===== src/rtl/core/mapp_pkg.sv =====
package mapp_pkg;

    localparam int unsigned ByteW  = 8;
    localparam int unsigned WordW  = 32;
    localparam int unsigned HalfW  = 16;
    localparam int unsigned KindW  = 3;
    localparam int unsigned OutDataW = 2 * WordW;

    typedef enum logic [6:0] {
        PH_VERSION   = 7'b0000001,
        PH_TOPIC_CNT = 7'b0000010,
        PH_NAME_LEN  = 7'b0000100,
        PH_NAME      = 7'b0001000,
        PH_PART_CNT  = 7'b0010000,
        PH_PART      = 7'b0100000,
        PH_DONE      = 7'b1000000
    } t_phase;

    typedef enum logic [KindW-1:0] {
        K_VERSION   = 3'd0,
        K_NAME      = 3'd1,
        K_PART      = 3'd2,
        K_MALFORMED = 3'd3,
        K_COMPLETE  = 3'd4
    } t_kind;

    typedef struct packed {
        logic [ByteW-1:0] data;
        logic             last;
    } t_in_word;

    typedef struct packed {
        logic             have;
        t_kind            kind;
        logic [WordW-1:0] value;
        logic [WordW-1:0] topic;
        logic             last;
    } t_result;

endpackage


===== src/rtl/core/mapp_in_reg.sv =====
module mapp_in_reg
    import mapp_pkg::*;
(
    input  logic     i_clk,
    input  logic     i_rst_n,
    input  logic     i_valid,
    output logic     o_ready,
    input  t_in_word i_word,
    input  logic     i_advance,
    output logic     o_valid,
    output t_in_word o_word
);

    logic     r_valid;
    t_in_word r_word;

    assign o_ready = !r_valid || i_advance;
    assign o_valid = r_valid;
    assign o_word  = r_word;

    always_ff @(posedge i_clk) begin
        if (!i_rst_n) begin
            r_valid <= 1'b0;
        end else if (i_valid && o_ready) begin
            r_valid <= 1'b1;
        end else if (i_advance) begin
            r_valid <= 1'b0;
        end
    end

    always_ff @(posedge i_clk) begin
        if (i_valid && o_ready) begin
            r_word <= i_word;
        end
    end

endmodule


===== src/rtl/core/mapp_core.sv =====
module mapp_core
    import mapp_pkg::*;
(
    input  logic     i_clk,
    input  logic     i_rst_n,
    input  logic     i_step,
    input  t_in_word i_word,
    output t_result  o_result
);

    t_phase           r_phase, n_phase;
    logic [1:0]       r_cnt, n_cnt;
    logic [WordW-1:0] r_acc, n_acc;
    logic [WordW-1:0] r_topics, n_topics;
    logic [WordW-1:0] r_parts, n_parts;
    logic [HalfW-1:0] r_name, n_name;
    logic [WordW-1:0] r_tnum, n_tnum;

    logic [WordW-1:0] acc_sh;
    logic             done2;
    logic             done4;
    logic [WordW-1:0] topics_dec;
    logic [WordW-1:0] parts_dec;
    logic [HalfW-1:0] name_dec;
    t_phase           fin_phase;
    t_result          res;

    assign acc_sh     = {r_acc[WordW-ByteW-1:0], i_word.data};
    assign done2      = (r_cnt != 2'd0);
    assign done4      = (r_cnt == 2'd3);
    assign topics_dec = r_topics - WordW'(1);
    assign parts_dec  = r_parts - WordW'(1);
    assign name_dec   = r_name - HalfW'(1);
    assign fin_phase  = (topics_dec == '0) ? PH_DONE : PH_NAME_LEN;

    always_comb begin
        n_phase  = r_phase;
        n_cnt    = r_cnt;
        n_acc    = r_acc;
        n_topics = r_topics;
        n_parts  = r_parts;
        n_name   = r_name;
        n_tnum   = r_tnum;
        res      = '{have: 1'b0, kind: K_VERSION, value: '0, topic: '0,
                     last: i_word.last};

        unique case (r_phase)
            PH_VERSION: begin
                n_acc = done2 ? '0 : acc_sh;
                n_cnt = done2 ? 2'd0 : r_cnt + 2'd1;
                if (done2) begin
                    res.have  = 1'b1;
                    res.kind  = K_VERSION;
                    res.value = {{(WordW-HalfW){1'b0}}, acc_sh[HalfW-1:0]};
                    n_phase   = PH_TOPIC_CNT;
                end
            end
            PH_TOPIC_CNT: begin
                n_acc = done4 ? '0 : acc_sh;
                n_cnt = done4 ? 2'd0 : r_cnt + 2'd1;
                if (done4) begin
                    n_topics = acc_sh;
                    n_tnum   = '0;
                    n_phase  = (acc_sh == '0) ? PH_DONE : PH_NAME_LEN;
                end
            end
            PH_NAME_LEN: begin
                n_acc = done2 ? '0 : acc_sh;
                n_cnt = done2 ? 2'd0 : r_cnt + 2'd1;
                if (done2) begin
                    n_name  = acc_sh[HalfW-1:0];
                    n_phase = (acc_sh[HalfW-1:0] == '0) ? PH_PART_CNT : PH_NAME;
                end
            end
            PH_NAME: begin
                res.have  = 1'b1;
                res.kind  = K_NAME;
                res.value = {{(WordW-ByteW){1'b0}}, i_word.data};
                res.topic = r_tnum;
                n_name    = name_dec;
                if (name_dec == '0) begin
                    n_phase = PH_PART_CNT;
                end
            end
            PH_PART_CNT: begin
                n_acc = done4 ? '0 : acc_sh;
                n_cnt = done4 ? 2'd0 : r_cnt + 2'd1;
                if (done4) begin
                    n_parts = acc_sh;
                    if (acc_sh == '0) begin
                        n_tnum   = r_tnum + WordW'(1);
                        n_topics = topics_dec;
                        n_phase  = fin_phase;
                    end else begin
                        n_phase = PH_PART;
                    end
                end
            end
            PH_PART: begin
                n_acc = done4 ? '0 : acc_sh;
                n_cnt = done4 ? 2'd0 : r_cnt + 2'd1;
                if (done4) begin
                    res.have  = 1'b1;
                    res.kind  = K_PART;
                    res.value = acc_sh;
                    res.topic = r_tnum;
                    n_parts   = parts_dec;
                    if (parts_dec == '0) begin
                        n_tnum   = r_tnum + WordW'(1);
                        n_topics = topics_dec;
                        n_phase  = fin_phase;
                    end
                end
            end
            PH_DONE: begin
            end
            default: begin
            end
        endcase

        if (i_word.last) begin
            if (n_phase != PH_DONE) begin
                res.have  = 1'b1;
                res.kind  = K_MALFORMED;
                res.value = '0;
                res.topic = '0;
            end else if (!res.have) begin
                res.have  = 1'b1;
                res.kind  = K_COMPLETE;
                res.value = '0;
                res.topic = '0;
            end
            n_phase  = PH_VERSION;
            n_cnt    = '0;
            n_acc    = '0;
            n_topics = '0;
            n_parts  = '0;
            n_name   = '0;
            n_tnum   = '0;
        end
    end

    assign o_result = res;

    always_ff @(posedge i_clk) begin
        if (!i_rst_n) begin
            r_phase  <= PH_VERSION;
            r_cnt    <= '0;
            r_acc    <= '0;
            r_topics <= '0;
            r_parts  <= '0;
            r_name   <= '0;
            r_tnum   <= '0;
        end else if (i_step) begin
            r_phase  <= n_phase;
            r_cnt    <= n_cnt;
            r_acc    <= n_acc;
            r_topics <= n_topics;
            r_parts  <= n_parts;
            r_name   <= n_name;
            r_tnum   <= n_tnum;
        end
    end

endmodule


===== src/rtl/core/mapp_out_reg.sv =====
module mapp_out_reg
    import mapp_pkg::*;
(
    input  logic    i_clk,
    input  logic    i_rst_n,
    input  logic    i_load,
    input  t_result i_result,
    input  logic    i_ready,
    output logic    o_free,
    output logic    o_valid,
    output t_result o_result
);

    logic    r_valid;
    t_result r_result;

    assign o_free   = !r_valid || i_ready;
    assign o_valid  = r_valid;
    assign o_result = r_result;

    always_ff @(posedge i_clk) begin
        if (!i_rst_n) begin
            r_valid <= 1'b0;
        end else if (i_load) begin
            r_valid <= i_result.have;
        end else if (i_ready) begin
            r_valid <= 1'b0;
        end
    end

    always_ff @(posedge i_clk) begin
        if (i_load && i_result.have) begin
            r_result <= i_result;
        end
    end

endmodule


===== src/rtl/core/member_assignment_parser.sv =====
// Member assignment parser.
// Input stream: one message byte per word on s_axis_tdata[7:0], s_axis_tlast
// on the final byte. Output stream: one word per emitted item, m_axis_tuser
// gives the kind (version, name byte, partition, malformed, complete),
// m_axis_tdata carries the value in [31:0] and the topic index in [63:32],
// m_axis_tlast marks the last result of a message.
// Path: a byte taken into the input register passes through the parse logic
// into the output register, which then presents its result.
// Throughput: one byte per cycle while the output register is free, with no
// gaps between messages; bytes that produce no result are accepted likewise.
// Stall: when m_axis_tready is low with a result pending, the input register
// holds at most one more byte; after that s_axis_tready drops until the
// output register is freed. No word is dropped or repeated.
// Reset (i_rst_n low, synchronous): both registers empty, parser back to
// expecting the version field of a new message.
module member_assignment_parser
    import mapp_pkg::*;
(
    input  logic                i_clk,
    input  logic                i_rst_n,
    input  logic                s_axis_tvalid,
    output logic                s_axis_tready,
    input  logic [ByteW-1:0]    s_axis_tdata,   // [7:0] data_byte
    input  logic                s_axis_tlast,   // last_byte
    output logic                m_axis_tvalid,
    input  logic                m_axis_tready,
    output logic [OutDataW-1:0] m_axis_tdata,   // [31:0] value, [63:32] topic_number
    output logic [KindW-1:0]    m_axis_tuser,   // [2:0] kind
    output logic                m_axis_tlast    // message_end
);

    t_in_word in_word;
    t_in_word stage_word;
    logic     stage_valid;
    logic     out_free;
    logic     advance;
    t_result  core_res;
    t_result  out_res;

    assign in_word = '{data: s_axis_tdata, last: s_axis_tlast};
    assign advance = stage_valid && out_free;

    mapp_in_reg u_in_reg (
        .i_clk     (i_clk),
        .i_rst_n   (i_rst_n),
        .i_valid   (s_axis_tvalid),
        .o_ready   (s_axis_tready),
        .i_word    (in_word),
        .i_advance (advance),
        .o_valid   (stage_valid),
        .o_word    (stage_word)
    );

    mapp_core u_core (
        .i_clk    (i_clk),
        .i_rst_n  (i_rst_n),
        .i_step   (advance),
        .i_word   (stage_word),
        .o_result (core_res)
    );

    mapp_out_reg u_out_reg (
        .i_clk    (i_clk),
        .i_rst_n  (i_rst_n),
        .i_load   (advance),
        .i_result (core_res),
        .i_ready  (m_axis_tready),
        .o_free   (out_free),
        .o_valid  (m_axis_tvalid),
        .o_result (out_res)
    );

    assign m_axis_tdata = {out_res.topic, out_res.value};
    assign m_axis_tuser = out_res.kind;
    assign m_axis_tlast = out_res.last;

endmodule


===== config.mk =====
export PLATFORM = sky130hd
export DESIGN_NAME = member_assignment_parser
export DESIGN_NICKNAME = d
export VERILOG_FILES = /design/src/rtl/core/mapp_pkg.sv /design/src/rtl/core/mapp_in_reg.sv /design/src/rtl/core/mapp_core.sv /design/src/rtl/core/mapp_out_reg.sv /design/src/rtl/core/member_assignment_parser.sv
export SDC_FILE = /design/constraint.sdc
export NUM_CORES = 1
export LEC_CHECK = 0
export ABC_AREA = 1
export BUFFER_PORTS_ARGS = -buffer_cell sky130_fd_sc_hd__clkbuf_2
export CAP_MARGIN = 10
export CORE_ASPECT_RATIO = 0.5
export CORE_MARGIN = 5
export CORE_UTILIZATION = 50
export CTS_CLUSTER_SIZE = 40
export DETAILED_ROUTE_END_ITERATION = 7
export GPL_ROUTABILITY_DRIVEN = 0
export GPL_TIMING_DRIVEN = 0
export PLACE_DENSITY = 0.76
export SLEW_MARGIN = 5
export SYNTH_ARGS = -nofsm -noshare
export SYNTH_HDL_FRONTEND = slang
export SYNTH_SLANG_ARGS = --single-unit

===== constraint.sdc =====
create_clock -name i_clk -period 15.7 [get_ports i_clk]
set_clock_uncertainty 0.1 [all_clocks]
set_input_delay 0.785 -clock i_clk [delete_from_list [all_inputs] [get_ports i_clk]]
set_output_delay 0.785 -clock i_clk [all_outputs]
set_load 0.02 [all_outputs]

== After elaboration in Yosys (flattened, before gate mapping) ==
Cells that the tools add are included.

* Bits of input ports: 13
* Output and inout port bits: 70
* Bits in registers: 224
* Logic and storage cells: 111

* Equal/unequal tests: 14
* $add $sub $neg: 5
* Multiplexer cells: 52
* Reduce and logical (&&, ||, !) cells: 25

{| class="wikitable"
|+ Operator list
! cell !! count
|-
| $mux W32 || 14
|-
| $mux W68 || 3
|-
| $pmux W32 S3 || 2
|-
| $pmux W32 S2 || 2
|-
| $pmux W36 S3 || 1
|-
| $logic_not A32 Y1 || 3
|-
| $mux W7 || 11
|-
| $mux W24 || 3
|-
| $mux W67 || 1
|-
| $sub A32 B1 Y32 const B || 2
|-
| $pmux W24 S2 || 1
|-
| $pmux W7 S6 || 1
|-
| $mux W36 || 1
|-
| $add A32 B1 Y32 const B || 1
|-
| $logic_not A16 Y1 || 2
|-
| $mux W16 || 2
|-
| $pmux W16 S2 || 1
|-
| $ne A3 B2 Y1 const B || 6
|-
| $sub A16 B1 Y16 const B || 1
|-
| $reduce_bool A3 Y1 || 3
|-
| $eq A7 B1 Y1 const B || 1
|-
| $eq A7 B2 Y1 const B || 1
|-
| $eq A7 B3 Y1 const B || 1
|-
| $eq A7 B4 Y1 const B || 1
|-
| 20 further kinds || 31
|}

== Depth between registers and ports, before layout ==
Gate-level depths: netlist of run 1.

* Depth in word-level cells: 10
* Depth in mapped cells: 24
* Gate-level depth less buffers: 22

== Cells and area by module ==
Synthesis of run 1 repeated with hierarchy kept, for this count alone.

* Cells, all modules: 1925
* Area, all modules: 13218.9 sq um

{| class="wikitable"
|+ By module, submodules not included
! module !! cells each !! sequential area each (sq um) !! area each (sq um) !! times used
|-
| mapp_core || 1829 || 2902.8 || 10762.8 || 1
|-
| mapp_out_reg || 78 || 2092.0 || 2127.0 || 1
|-
| mapp_in_reg || 16 || 290.3 || 321.6 || 1
|-
| member_assignment_parser || 2 || 0.0 || 7.5 || 1
|}

== Least setup slack after synthesis of run 1 ==
Ideal clock, no wire load.

* Path type: register to register
* Start: reg u_core.r_cnt[0]
* End: reg u_out_reg.r_result (netlist bit u_out_reg.o_result[0]) (enable)
* Stages on the path, launching flop included: 9
* Buffers on the path: 1
* Setup time: 0.518 ns
* Data required time: 15.082 ns
* Slack: 10.327 ns
* Arrival: 4.755 ns
* Cell sequence: dfxtp_1 > ha_1 > buf_2 > inv_1 > nor2_1 > nor2_1 > inv_1 > nor2_1 > a21oi_1

* Cells in the longest elaborated chain, start to end: 5
* Elaborated cells on any way between the ends: 7
* Classes of those cells: eq/ne (1); mux (4); reduce/logical (2)

{| class="wikitable"
|+ Ends and longest elaborated chain
! item !! RTL line !! source
|-
| from (decl) || mapp_core.sv:12 || <nowiki>logic [1:0] r_cnt, n_cnt;</nowiki>
|-
| from (signal assigned) || mapp_core.sv:156 || <nowiki>r_cnt <= n_cnt;</nowiki>
|-
| $eq A2 B2 Y1 or $reduce_bool A2 Y1 (tied branches) || mapp_core.sv:30, mapp_core.sv:29 ||
|-
| $mux W68 or $mux W36 (tied branches) || mapp_core.sv:102, mapp_core.sv:51 ||
|-
| $pmux W36 S3 * || mapp_core.sv:47 || <nowiki>unique case (r_phase)</nowiki>
|-
| $mux W68 * || mapp_core.sv:121 || <nowiki>if (i_word.last) begin</nowiki>
|-
| $logic_and A1 B1 Y1 * || mapp_out_reg.sv:32 || <nowiki>if (i_load && i_result.have) begin</nowiki>
|-
| to (signal assigned) || mapp_out_reg.sv:33 || <nowiki>r_result <= i_result;</nowiki>
|-
| to (decl) || mapp_out_reg.sv:15 || <nowiki>t_result r_result;</nowiki>
|}

Every way passes the cells marked *; elsewhere a longest branch is shown, timed or not.
A chain may end at the register's enable or synchronous reset.

== Worst setup path after layout of run 1 ==
* Start: reg u_core.r_phase[2]
* End: reg u_out_reg.r_result (netlist bit u_out_reg.o_result[26]) (enable)

* Cells in the longest elaborated chain, start to end: 4
* Elaborated cells on any way between the ends: 6
* Classes of those cells: eq/ne (3); mux (2); reduce/logical (1)

{| class="wikitable"
|+ Ends and longest elaborated chain
! item !! RTL line !! source
|-
| from (decl) || mapp_core.sv:11 || <nowiki>t_phase r_phase, n_phase;</nowiki>
|-
| from (signal assigned) || mapp_core.sv:155 || <nowiki>r_phase <= n_phase;</nowiki>
|-
| $eq A7 B6 Y1, or another cell as far along || mapp_core.sv:47 ||
|-
| $pmux W36 S3 * || mapp_core.sv:47 ||
|-
| $mux W68 * || mapp_core.sv:121 ||
|-
| $logic_and A1 B1 Y1 * || mapp_out_reg.sv:32 ||
|}

Marks and branches as above.

==> results of run 1 <==
==> sequential cells by signal, summed over array words and instances (netlist names) <==
| register | cells |
|---|---|
| u_in_reg.o_word | 9 |
| u_core.r_acc | 24 |
| u_core.r_parts | 32 |
| u_core.r_name | 16 |
| u_out_reg.o_result | 68 |
| u_core.r_phase | 7 |
| u_out_reg.o_valid | 1 |
| u_core.r_cnt | 2 |
| u_core.r_topics | 32 |
| u_core.r_tnum | 32 |
| u_in_reg.o_valid | 1 |
==> report_power, final <==
group          switching (mW)  internal [mW]  total [mW]
Sequential             0.0120          0.612       0.624
Combinational           0.179         0.0723       0.251
Clock                   0.249          0.322       0.571
==> per-stage QoR <==
stage                     total power [mW]  setup slack [ps]  std cells  cell area [um^2]    util
after floorplan                     0.8141             10330       1885             13360       -
after global placement              0.8757              7282       2319             14210  0.5387
after detailed placement            0.8797             11900       2321             14270  0.5409
after CTS                            1.441             11880       2362             15030  0.5696
after global routing                 1.496             11680       2362             15030  0.5696
final                                1.445             11780       2362             15030  0.5696
==> path summary, 6_finish.rpt <==
| kind | startpoint | endpoint | cells past startpoint |
|---|---|---|---|
| max | u_core.r_phase[2] | u_out_reg.o_result[26] | 10 |
| min | s_axis_tdata[4] | u_in_reg.o_word[5] | 1 |
| max reg2reg | u_core.r_phase[2] | u_out_reg.o_result[26] | 10 |
| min reg2reg | u_in_reg.o_word[0] | u_out_reg.o_result[0] | 0 |
==> layout make-up <==
| cell class | count | area, um^2 | share of cell area |
|---|---|---|---|
| clock inverter | 14 | 165.2 | 0.01099 |
| tap | 352 | 440.4 | 0.02931 |
| inverter | 247 | 927.1 | 0.06170 |
| sequential | 224 | 5255 | 0.3497 |
| multi-input combinational | 1348 | 6859 | 0.4565 |
| buffer | 66 | 330.3 | 0.02198 |
| clock buffer | 27 | 590.6 | 0.03930 |
| timing repair buffer | 84 | 457.9 | 0.03048 |
==> metal layers <==
layer	vias to the layer above	share of wire
met4	0	0.030
li1	6356	-
met1	6026	0.42
met5	-	0
met2	672	0.44
met3	101	0.11
==> synth_stat cells (2+ instances only) <==
cell / instances / area [um^2]
nor2_8: 2 / 40.04
nand4_1: 32 / 200.2
buf_2: 8 / 40.04
xor2_1: 29 / 254.0
xnor2_1: 7 / 61.31
nand2_1: 412 / 1546
nand3b_1: 10 / 75.07
o211ai_1: 21 / 157.7
o21ai_1: 12 / 60.06
nand2_2: 11 / 68.82
nand3_2: 2 / 20.02
edfxtp_1: 77 / 2312
ha_1: 10 / 125.1
xor2_2: 2 / 32.53
inv_2: 10 / 37.54
nand2_4: 5 / 56.30
a21oi_1: 117 / 585.6
o22ai_1: 20 / 125.1
clkbuf_1: 51 / 191.4
a211oi_1: 13 / 97.59
nor2_2: 20 / 125.1
dfxtp_1: 147 / 2943
buf_1: 2 / 7.510
nor4_2: 2 / 25.02
buf_12: 4 / 80.08
nor2_1: 308 / 1156
inv_1: 237 / 889.6
a22oi_1: 27 / 202.7
o21ai_0: 87 / 435.4
nor3_1: 30 / 150.1
nor2_4: 50 / 563.0
a31oi_1: 6 / 37.54
o21ai_2: 2 / 17.52
nor3b_1: 7 / 52.55
nand3_1: 83 / 415.4
nor4_1: 12 / 75.07
==> worst reg2reg max path: cells and delay by family, from the launching register on <==
| family | cells | cell delay [ps] |
|---|---|---|
| and+or+nand+nor | 6 | 1700 |
| AOI/OAI and AO/OA | 1 | 720 |
| buffers and inverters | 3 | 700 |
| DFF | 1 | 360 |
==> logic make-up (layout without fill, tap and decap cells) <==
logic type      count (synthesis)  in the layout  synth area share
simple gates                  991            991            0.3459
buf+inv                       313            438           0.09412
compound gates                309            309            0.1312
flops                         224            224            0.3933
xor+xnor                       38             38           0.02603
fa+ha+maj                      10             10          0.009365
==> run metrics, run 1 <==
Core Region between 20000 and 30000 um^2; CP bufs+invs 3; number of setup buffers added after CTS 0; cts repair resizes 0; M2 GR Usage 0.4060; diode count 0; Initial DRC Count roughly 1700; die area between 30000 and 40000 um^2; DRC viols 0; PortBufs 82; Slew @ Worst Pin around 970 ps; largest net degree at the start of global routing 28; Max FO, Critical Path 27; Critical Path, Cell by Cell inv_2, nand2_1, nor2_1, nand3_1, nor2_1, nor2_1, inv_1, nor2_1, a21oi_4, buf_12; Worst path max stage delay about 700 ps; CP required approximately 16000 ps; Hold Path Class in -> reg; Synth Instances ~1900; Avg Inst Size Synth about 7 um^2; Yosys reg bits 224; Crit Path Category reg -> reg; 1st-pass router iterations 7; CTS clk-pin slew, worst paths roughly 70 ps; via count about 13000; # IOs 83; WHS 321.7 ps; Final Cycle Share 0.2498; leakage power total a little under 6 nW; most frequent cells in the layout 412 x nand2_1, 308 x nor2_1, 237 x inv_1; GRT Residual Overflow 0; wire length per cell ~17 um; synth unique cells 46; met3 usage 0.06887; CTS sink count roughly 220; CP Capture Type flop; status finished clean; deepest level of the CTS H-tree 1; reg2reg setup slack approximately 12000 ps; Max rail drop VDD 0.06499 mV; vias per cell 5.569; clk root buf clkbuf_16; initial antenna violation count 1; overall die width around 240 um; final hold vios 0; CTS buffer count 23; most common cell after layout, fill and taps aside nand2_1; setup violators final 0; Synthesized Nets between 1500 and 2000; Starting Density 0.5065; Top FF cell, synth dfxtp_1; first-pass GRT wire length approximately 63 mm; Max Clk Rate approximately 0.26 GHz; Clock Latency Late Sink ~540 ps; Worst Path Arrival between 4000 and 5000 ps; clk buf depth 3; Area growth syn-to-layout 12.47%; cell area after synthesis about 13000 um^2; slew margin rel. 0.3502; Worst setup SP type flop; Post-CTS Hold Buffers 0; setup tns final 0 ps; global-route layer with the greatest usage met2; layout cells sized above 1 0.1209; EDFF count, synth 77; CP max-delay cell a21oi_4; warnings from Yosys 0; Die H between 100 and 150 um; total wire length between 40 and 50 mm; hpwl dp about 30 mm; sequential area share after synthesis 0.3933; minimum clock period 3921 ps; cell mode on critical path nor2_1; Async SR Flop Fraction 0; CTS tree built; Max Slew Vio Count 0; max_cap viols 0; PD cells just under 100 nW/um^2; ANT nets after route 0; Overall Global Routing Usage 0.2575; nets@finish ~2000; number of core rows 42; vias in the first global route ~12000; grt met1 use 0.3498; RSZ-0062 raised after global routing no; # fillers between 2000 and 3000; Crit path max-delay family simple AND/OR/NAND/NOR gates
(Power assumes the default switching activity.)
==> run 2: changes to the inputs <==
--- a/config.mk
+++ b/config.mk
@@ -15,7 +15,7 @@
 export DETAILED_ROUTE_END_ITERATION = 7
 export GPL_ROUTABILITY_DRIVEN = 0
 export GPL_TIMING_DRIVEN = 0
-export PLACE_DENSITY = 0.76
+export PLACE_DENSITY = 0.78
 export SLEW_MARGIN = 5
 export SYNTH_ARGS = -nofsm -noshare
 export SYNTH_HDL_FRONTEND = slang
==> constraint.sdc (replaced) <==
create_clock -name i_clk -period 3.3 [get_ports i_clk]
set_clock_uncertainty 0.1 [all_clocks]
set_input_delay 0.165 -clock i_clk [delete_from_list [all_inputs] [get_ports i_clk]]
set_output_delay 0.165 -clock i_clk [all_outputs]
set_load 0.02 [all_outputs]
==> run 2 against run 1 <==
Net effect: routed wire length is 0.75% lower; die area is the same; sequential share of layout area decreased by 1.2 points; cell count grew 1.4%; fmax up 22%; highest routed layer unchanged.
==> run metrics, run 2 (synthesized netlist as in run 1, its figures left out) <==
status finished clean; Max rail drop VDD 0.3086 mV (+370%); most common cell after layout, fill and taps aside nand2_1; # IOs 83 (unchanged); reg2reg setup slack 90 ps (-11690 ps); max_cap viols 0 (unchanged); CTS buffer count 22 (-4.3%); slew margin rel. 0.4555 (+0.1053); Overall Global Routing Usage 0.2490 (-0.008527); vias per cell 5.581 (+0.21%); first-pass GRT wire length 61.27 mm (-2.5%); highest routed layer met4; largest net degree at the start of global routing 30 (+7.1%); met1 wire length 16.46 mm (-1.2%); worst reg2reg path depth 21 (+11); Sw Share 0.2994 (-0.004499); met3 WL 4.132 mm (-7.8%); deepest level of the CTS H-tree 1 (unchanged); Area growth syn-to-layout 16.45%; Crit Path Category reg -> reg; Non-Filler Instances 2396 (+1.4%); GRT Residual Overflow 0 (unchanged); diode count 0 (unchanged); layout cells sized above 1 0.1541 (+0.03321); vias in the first global route 11900 (-1.9%); number of core rows 42 (unchanged); Max Slew Vio Count 0 (unchanged); Max FO, Critical Path 10 (-63%); total net switching power 2.065 mW (+370%); Die H 125.6 um (unchanged); number of flip-flops in the largest register 68 (unchanged); final hold vios 0 (unchanged); Comb pwr share 0.189 (+0.015); Clock Latency Late Sink 530 ps (about the same); Int Pwr 4.833 mW (+380%); Initial DRC Count 1726 (+1.4%); Max Clk Rate 0.3113 GHz (+22%); Worst Path Arrival 3500 ps (-540 ps); leakage power total 6.022 nW (+3.8%); clock power share 0.381 (-0.014); CTS tree built; PortBufs 82 (unchanged); Starting Density 0.5065 (unchanged); 1st-pass router iterations 6 (-1); overall die width 241.2 um (unchanged); hpwl dp 29.62 mm (-2.8%); clk buf depth 3 (unchanged); CTS clk-pin slew, worst paths 70 ps (about the same); dpl cells 2321 (unchanged); clk root buf clkbuf_16; Final Cycle Share 0.9734 (+0.7236); # fillers 2408 (-4.3%); nets@finish 2051 (+1.7%); post-route cell area 15560 um^2 (+3.5%); total wire length 39.76 mm (-0.75%); wire length per cell 16.59 um (-2.2%); CP required 3590 ps (-12230 ps); DRC viols 0 (unchanged); Worst setup SP type flop; Hold Path Class in -> reg; CTS sink count 224 (unchanged); Placed Area 14260 um^2 (about the same); WHS Path Cells 2 (+1); met2 WL 17.82 mm (+0.71%); ANT nets after route 0 (unchanged); initial antenna violation count 0 (-1); Core Region 26380 um^2 (unchanged); minimum clock period 3212 ps (-709.0 ps); setup violators final 0 (unchanged); die area 30290 um^2 (unchanged); Slew @ Worst Pin 816.7 ps (-151.5 ps); PD cells 443.4 nW/um^2 (+360%); most frequent cells in the layout 404 x nand2_1, 288 x nor2_1, 231 x inv_1; Reg power frac 0.430 (about the same); CP Capture Type flop; via count 13370 (+1.7%)
run 2: cell types whose count changed in the layout (fill, tap and decap cells not counted), sizes merged:
cell         before  now
buf              17   38
inv             249  247
dlygate4sd3       0   13
clkinv            6    9
clkbuf          160  161
clkinvlp          3    1
run 2: final timing paths:
path,endpoint,startpoint
min reg2reg,u_out_reg.o_result[0],u_in_reg.o_word[0]
min,u_in_reg.o_word[8],s_axis_tdata[7]
max,u_out_reg.o_result[29],u_core.r_topics[1]
max reg2reg,u_out_reg.o_result[29],u_core.r_topics[1]
run 2: final cells by class:
cell class	count	area, um^2	area share
Clock inverter	13	145.1	0.009328
Clock buffer	27	590.6	0.03796
Timing Repair Buffer	119	755.7	0.04857
Buffer	66	349.1	0.02244
Multi-Input combinational cell	1348	7082	0.4552
Sequential cell	224	5260	0.3381
Tap cell	352	440.4	0.02831
Inverter	247	935.9	0.06015
run 2: routing by layer:
layer	vias to the layer above	GRT usage
li1	6424	-
met1	6109	0.3478
met2	713	0.4010
met3	127	0.03872
met4	0	0.07491
met5	-	0
run 2: timing repair:
item                                    in CTS  in global routing
pin swaps                                    1                 18
endpoints found under the setup margin     189                116
cloned                                       0                  0
buffers inserted                             5                 17
hold endpoints to repair                    16                  0
gates resized for setup                     17                 62
hold buffers                                13                  0
run 2: power groups by stage:
stage          clock [mW]  sequential, mW  combinational [mW]
2_1_floorplan           0            3.04               0.835
3_3_place_gp            0            3.03                1.13
3_5_place_dp            0            3.02                1.15
4_1_cts              2.65            2.96                1.18
5_1_grt              2.77            2.97                1.41
6_report             2.63            2.97                1.30
run 2: through the flow:
step	hold slack (ps)	setup slack (ps)	setup TNS [ps]	util	total power [mW]
2_1_floorplan	163.9	132.6	0	-	3.871
3_3_place_gp	243.3	-1550	-116050	0.5391	4.157
6_report	261.6	87.92	0	0.5898	6.899
3_5_place_dp	246.0	-417.7	-47910	0.5406	4.172
5_1_grt	249.8	-30.00	-579.8	0.5898	7.158
4_1_cts	240.1	5.839	0	0.5775	6.797
run 2: worst max-delay path, cell delays in order, from the launching register on:
cell	delay (ps)
dfxtp_1	350
inv_2	90
ha_4	190
nand2_8	80
nor2_4	280
xor2_2	230
nand2_1	80
nor2_1	90
nand3_1	70
nor2_1	150
nand3_1	140
nor2_4	190
nand3_2	100
nand3_2	80
nand2_2	70
nor2_4	100
nand2_4	80
nand2_8	110
nand2_8	80
buf_12	160
buf_12	160
nor2_4	80
